`src/sv/epvnt_pkg.sv`:
```
// Package: shared types, codes and constants of the empirical p-value null table
`default_nettype none
package epvnt_pkg;

    localparam int GENES_DEF = 4096;
    localparam int NULLS_DEF = 64;

    localparam int OP_W    = 2;
    localparam int GENE_W  = 12;
    localparam int ENTRY_W = 6;
    localparam int SCORE_W = 32;
    localparam int RANK_W  = 12;
    localparam int P_W     = 16;
    localparam int NPOS_W  = 6;

    localparam int NCNT_W  = 7;
    localparam int GCNT_W  = 13;
    localparam int CFG_IDX_W  = 2;
    localparam int CFG_DATA_W = 13;

    localparam int QBITS   = 16;
    localparam int QCNT_W  = $clog2(QBITS);

    localparam logic [OP_W-1:0] OP_LOAD_SCORE = 2'd0;
    localparam logic [OP_W-1:0] OP_LOAD_RANK  = 2'd1;
    localparam logic [OP_W-1:0] OP_QUERY      = 2'd2;

    localparam logic [CFG_IDX_W-1:0] CFG_NULL_COUNT = 2'd0;
    localparam logic [CFG_IDX_W-1:0] CFG_RANK_BASED = 2'd1;
    localparam logic [CFG_IDX_W-1:0] CFG_GENE_COUNT = 2'd2;

    localparam logic [NCNT_W-1:0] NULL_COUNT_RST = 7'd64;
    localparam logic [GCNT_W-1:0] GENE_COUNT_RST = 13'd4096;

    typedef enum logic [1:0] {
        ST_IDLE,
        ST_SCAN,
        ST_DIV,
        ST_HOLD
    } t_state;

    typedef struct packed {
        logic in_ready;
        logic capture;
        logic scan_run;
        logic div_init;
        logic div_zero;
        logic div_run;
        logic out_load;
    } t_cmd;

    typedef struct packed {
        logic in_valid;
        logic is_query;
        logic gene_ok;
        logic scan_done;
        logic div_last;
        logic out_busy;
    } t_status;

endpackage
`default_nettype wire

```
`src/sv/epvnt_ctrl.sv`:
```
// Controller: sequences accept, table scan, division and result hand-off
`default_nettype none
module epvnt_ctrl (
    input  wire logic               i_clk,
    input  wire logic               i_rst_n,
    input  wire epvnt_pkg::t_status i_status,
    output epvnt_pkg::t_cmd         o_cmd
);
    import epvnt_pkg::*;

    t_state r_state;
    t_state n_state;

    always_ff @(posedge i_clk) begin
        if (!i_rst_n) begin
            r_state <= ST_IDLE;
        end else begin
            r_state <= n_state;
        end
    end

    always_comb begin
        n_state = r_state;
        case (r_state)
            ST_IDLE: begin
                if (i_status.in_valid && i_status.is_query) begin
                    n_state = i_status.gene_ok ? ST_SCAN : ST_DIV;
                end
            end
            ST_SCAN: begin
                if (i_status.scan_done) n_state = ST_DIV;
            end
            ST_DIV: begin
                if (i_status.div_last) n_state = ST_HOLD;
            end
            ST_HOLD: begin
                if (!i_status.out_busy) n_state = ST_IDLE;
            end
            default: n_state = ST_IDLE;
        endcase
    end

    always_comb begin
        o_cmd = '0;
        case (r_state)
            ST_IDLE: begin
                o_cmd.in_ready = 1'b1;
                if (i_status.in_valid && i_status.is_query) begin
                    if (i_status.gene_ok) begin
                        o_cmd.capture = 1'b1;
                    end else begin
                        o_cmd.div_init = 1'b1;
                        o_cmd.div_zero = 1'b1;
                    end
                end
            end
            ST_SCAN: begin
                o_cmd.scan_run = 1'b1;
                o_cmd.div_init = i_status.scan_done;
            end
            ST_DIV: begin
                o_cmd.div_run = 1'b1;
            end
            ST_HOLD: begin
                o_cmd.out_load = !i_status.out_busy;
            end
            default: o_cmd = '0;
        endcase
    end

    a_scan_to_div: assert property (@(posedge i_clk) disable iff (!i_rst_n)
        (r_state == ST_SCAN && i_status.scan_done) |=> (r_state == ST_DIV))
        else $error("scan finish did not start division");

    a_div_to_hold: assert property (@(posedge i_clk) disable iff (!i_rst_n)
        (r_state == ST_DIV && i_status.div_last) |=> (r_state == ST_HOLD))
        else $error("last division step did not reach hold");

    a_load_free: assert property (@(posedge i_clk) disable iff (!i_rst_n)
        o_cmd.out_load |-> !i_status.out_busy)
        else $error("result loaded over an untaken beat");

endmodule
`default_nettype wire

```
`config.mk`:
```
export PLATFORM = sky130hd
export DESIGN_NAME = epvnt_ctrl
export DESIGN_NICKNAME = d
export VERILOG_FILES = /design/src/sv/epvnt_pkg.sv /design/src/sv/epvnt_ctrl.sv
export SDC_FILE = /design/constraint.sdc
export NUM_CORES = 1
export LEC_CHECK = 0
export ABC_AREA = 1
export BUFFER_PORTS_ARGS = -buffer_cell sky130_fd_sc_hd__buf_4
export CAP_MARGIN = 40
export CORE_AREA = 8 8 45 47
export DETAILED_ROUTE_END_ITERATION = 16
export DIE_AREA = 0 0 53 55
export SLEW_MARGIN = 20
export SYNTH_ARGS = -nofsm -noshare
export SYNTH_HDL_FRONTEND = slang
export SYNTH_SLANG_ARGS = --single-unit
```
`constraint.sdc`:
```
create_clock -name i_clk -period 1.2 [get_ports i_clk]
set_input_delay 0.3 -clock i_clk [delete_from_list [all_inputs] [get_ports i_clk]]
set_output_delay 0.3 -clock i_clk [all_outputs]
set_load 0.02 [all_outputs]
```
After elaboration in Yosys (flattened, before gate mapping)
Cells that the tools add are included.

storage, ports and cells
  register bits = 2
  input bits = 8
  output and inout port bits = 7
  logic and storage cells = 28

cells by class
  eq/ne operators = 7
  multiplexer cells = 16
  reduce and logical (&&, ||, !) cells = 4

operators by type and width
  cell                                                                   count
  2-bit 2-to-1 mux                                                       8
  2-bit inequality test, second input constant                           4
  2-bit one-hot mux with 4 select lines                                  1
  1-bit 2-to-1 mux                                                       6
  2-bit equality test, second input constant                             2
  4-bit AND reduction                                                    1
  2-bit by 1-bit equality test with 1-bit output, second input constant  1
  2-bit logical NOT                                                      1
  1-bit one-hot mux with 2 select lines                                  1
  1-bit logical AND                                                      1
  1-bit logical NOT                                                      1

Logic depth before layout (Yosys ltp)
  depth in word-level cells = 3
  gate-level depth with buffers = 8
  mapped depth without buffers = 8

Worst setup path after synthesis
No wires, ideal clock.

  path kind = register to output
  start point = register r_state[0]
  end point = output port o_cmd[3] (netlist bit)
  arrival = 1.341 ns
  required time = 0.900 ns
  setup slack = -0.441 ns
  stages on the path, launching flop included = 5
  path buffers = 0
  cell sequence = dfxtp_1 -> inv_1 -> ha_1 -> nand2_2 -> o21ai_0

RTL lines
  element                 RTL line          source
  start, declared         epvnt_ctrl.sv:11  t_state r_state;
  start signal, assigned  epvnt_ctrl.sv:18  r_state <= n_state;
  end, declared           epvnt_ctrl.sv:7   output epvnt_pkg::t_cmd o_cmd

==> impl_metrics.ini <==
[setup_path]
worstSetupPathType = flip-flop to output port
crit_fanout = 4
cp.arrival_ns = 1.13
path_buf_inv = 2
crit_start = r_state[1]
r2r-start = r_state[0]
crit_path_end_kind = output port
slowest_delay_ns = 0.35
crit_slowest_cell = dfxtp_4
cp_top_family = flip-flops
critPathLaunchType = flip-flop
path_cells = inv_4 > ha_4 > nand2_4 > o21ai_4 > buf_6
cp.required_ns = 0.90

[floorplan]
die_w_um = 53
core-area_mm2 = 0.001384
die_area_mm2 = 0.002915
core.rowCount = 14
start_util_pct = 18.35
die_h_um = 55
io_pins = 15

[run_status]
status = finished with violations
violations = negative setup slack

[final_layout]
largest_reg_flops = 2
fin_nets = 80
regArea_um2 = 47.55
syn_to_final_growth_pct = 132.5
fin_area_um2 = 590.6
multi_input_area_um2 = 274.0
drive_gt1_share_pct = 72.31
diodes = 0
n_fill_cell = 136
max_flop_register = r_state
top_regs = r_state: 2 flops

[timing]
tightest_slew_ns = 0.3129
rsz0062_at_grt = yes
fmax_mhz = 701.6
setup_viol = 9
hold_viol = 0
clock_skew_ns = 0.005201
drv_slew = 0
setup_ws_ns = -0.2253
hold-worst-slack_ns = 0.3084
timing.final.crit_period_ns = 1.425
max-slew-margin-rel_pct = 79.09
fin_crit_sh_pct = 118.8

[cts]
holdBufCountCts = 0
clock_path_buffers = 2
cts_tree = yes
insertion_delay_ns = 0.23
clk_pin_slew_worst_paths_ns = 0.03
cts_buffers = 3
htree_num_levels = 1
cts_sinks = 2
cts_root_buf = clkbuf_4

[synthesis]
synthCells = 41
syn_area_um2 = 254.0
synth.distinct_cells = 10
synth_compound_area_share_pct = 6.897
yosys.area.top_type = ha_1
yosysMostFrequentCell = nand2_1
syn_nets = 54
syn_avg_cell_area_um2 = 6.195
synth_common_cells = nand2_1 (12), inv_1 (9), ha_1 (5), nor2_1 (5)
async_flop_share_pct = 0
ys_top_cells_by_area = ha_1 (25%), nand2_1 (18%), dfxtp_1 (16%)
synth_ff_type = dfxtp_1
synth_top_area_share_pct = 24.63
ys_seq_area_share_pct = 15.76
synthAdderAreaFrac_pct = 24.63
synthXorXnorAreaFrac_pct = 0
synth_top_family_by_area = simple AND/OR/NAND/NOR gates
ys_ff_latch = 2
yosys_warnings = 0
synth_edf_count = 0
muxShareOfSynthArea_pct = 0
synth-simple-area-share_pct = 39.41

[placement]
pre_cts_ws_ns = -0.05397
dp_hpwl_um = 571.6
port_buffers = 14
placed_area_um2 = 436.7
place.gp.congestion = 0.6703

[drt]
initialDrtViolationCount = 0
ant_nets = 0
first_pass_iters = 1
vias_per_cell = 3.914
routed_wl_um = 728
detail_route.wl_per_cell_um = 8.988
route.detailed.drc = 0
vias = 317

[global_route]
antenna_found_initial = 0
grt_usage_pct = 5.841
first_global_vias = 313
use_met2_pct = 10.35
grt_first_pass_wirelength_um = 1221
grt_use_met3_pct = 3.209
gr-total-overflow = 0
top_usage_layer = met2
grtUsageMet1_pct = 5.000
grt_max_degree = 6

[pwr]
p_leak_nw = 0.2787
ir_worst_vdd_v = 0.001121
pwr_density_cell_mw_per_mm2 = 2603

[hold_path]
hold_class = input port to flip-flop
hp-start = i_rst_n

[job]
cap_violations = 0
[kinds of logic (layout without fill, tap and decap cells)]
| logic type | Yosys count | after routing |
|---|---|---|
| AO/OA/AOI/OAI | 3 | 3 |
| buffers and inverters | 9 | 33 |
| flip-flops | 2 | 2 |
| AND/OR/NAND/NOR | 22 | 22 |
| adder cells (fa/ha/maj) | 5 | 5 |
[per-layer routing]
layer | vias to the layer above | routed length, µm
met2 | 7 | 408
met4 | 0 | 10
met1 | 139 | 269
met3 | 2 | 39
li1 | 169 | -
met5 | - | 0
[power by group]
part / switching [W] / total (W) / internal [W] / leakage, nW
clock: 0.0000398 / 0.000150 / 0.000110 / 0.0138
combinational: 0.000588 / 0.00121 / 0.000617 / 0.247
sequential: 0.0000593 / 0.000182 / 0.000123 / 0.0178
[worst min-delay path, stage by stage]
cell and delay [ns]:
buf_4 0.08, nand2_1 0.05, nor2_2 0.07
[through the flow]
stage          setup TNS (ns)  cells  total power [W]  util [%]
3_5_place_dp          -0.1817     72         0.001020     31.56
4_1_cts                -1.359     81         0.001472     40.42
6_report               -1.308     81         0.001537     42.68
5_1_grt                -1.867     81         0.001681     42.68
2_1_floorplan       -0.003617     41        0.0007827         -
3_3_place_gp         -0.06834     72         0.001013     31.56
[worst paths after layout]
check                           slack [ns]          to  cells after the start
worst min-delay path                  0.31  r_state[1]                      3
worst max-delay path                 -0.23    o_cmd[3]                      5
worst max register to register       -0.03  r_state[0]                      9
worst min register to register        0.53  r_state[1]                      2
[placed cells by master (no fill, tap or decap), types with 3 or more instances in the layout]
cell type	Yosys	final
inv_1	9	5
ha_4	0	4
clkbuf_4	0	3
buf_4	0	13
nor2_4	1	3
nand2_1	12	8
buf_6	0	8
nand2_2	2	5
nor2_2	2	3
[repair_timing]
action | CTS | global route
cloned | 0 | 0
buffers inserted | 6 | 0
gates resized for setup | 14 | 10
endpoints found under the hold margin | 0 | 0
setup endpoints to repair | 9 | 9
pin swaps | 10 | 6
[area by class of cell]
cell class              instances  share of cell area (%)
repair buffers                 21                   31.78
well taps                      16                   3.390
flip-flops and latches          2                   8.051
multi-input cells              30                   46.40
inverters                       9                   6.568
clock buffers                   3                   3.814
Note: power is estimated with default switching activity, not from simulation.
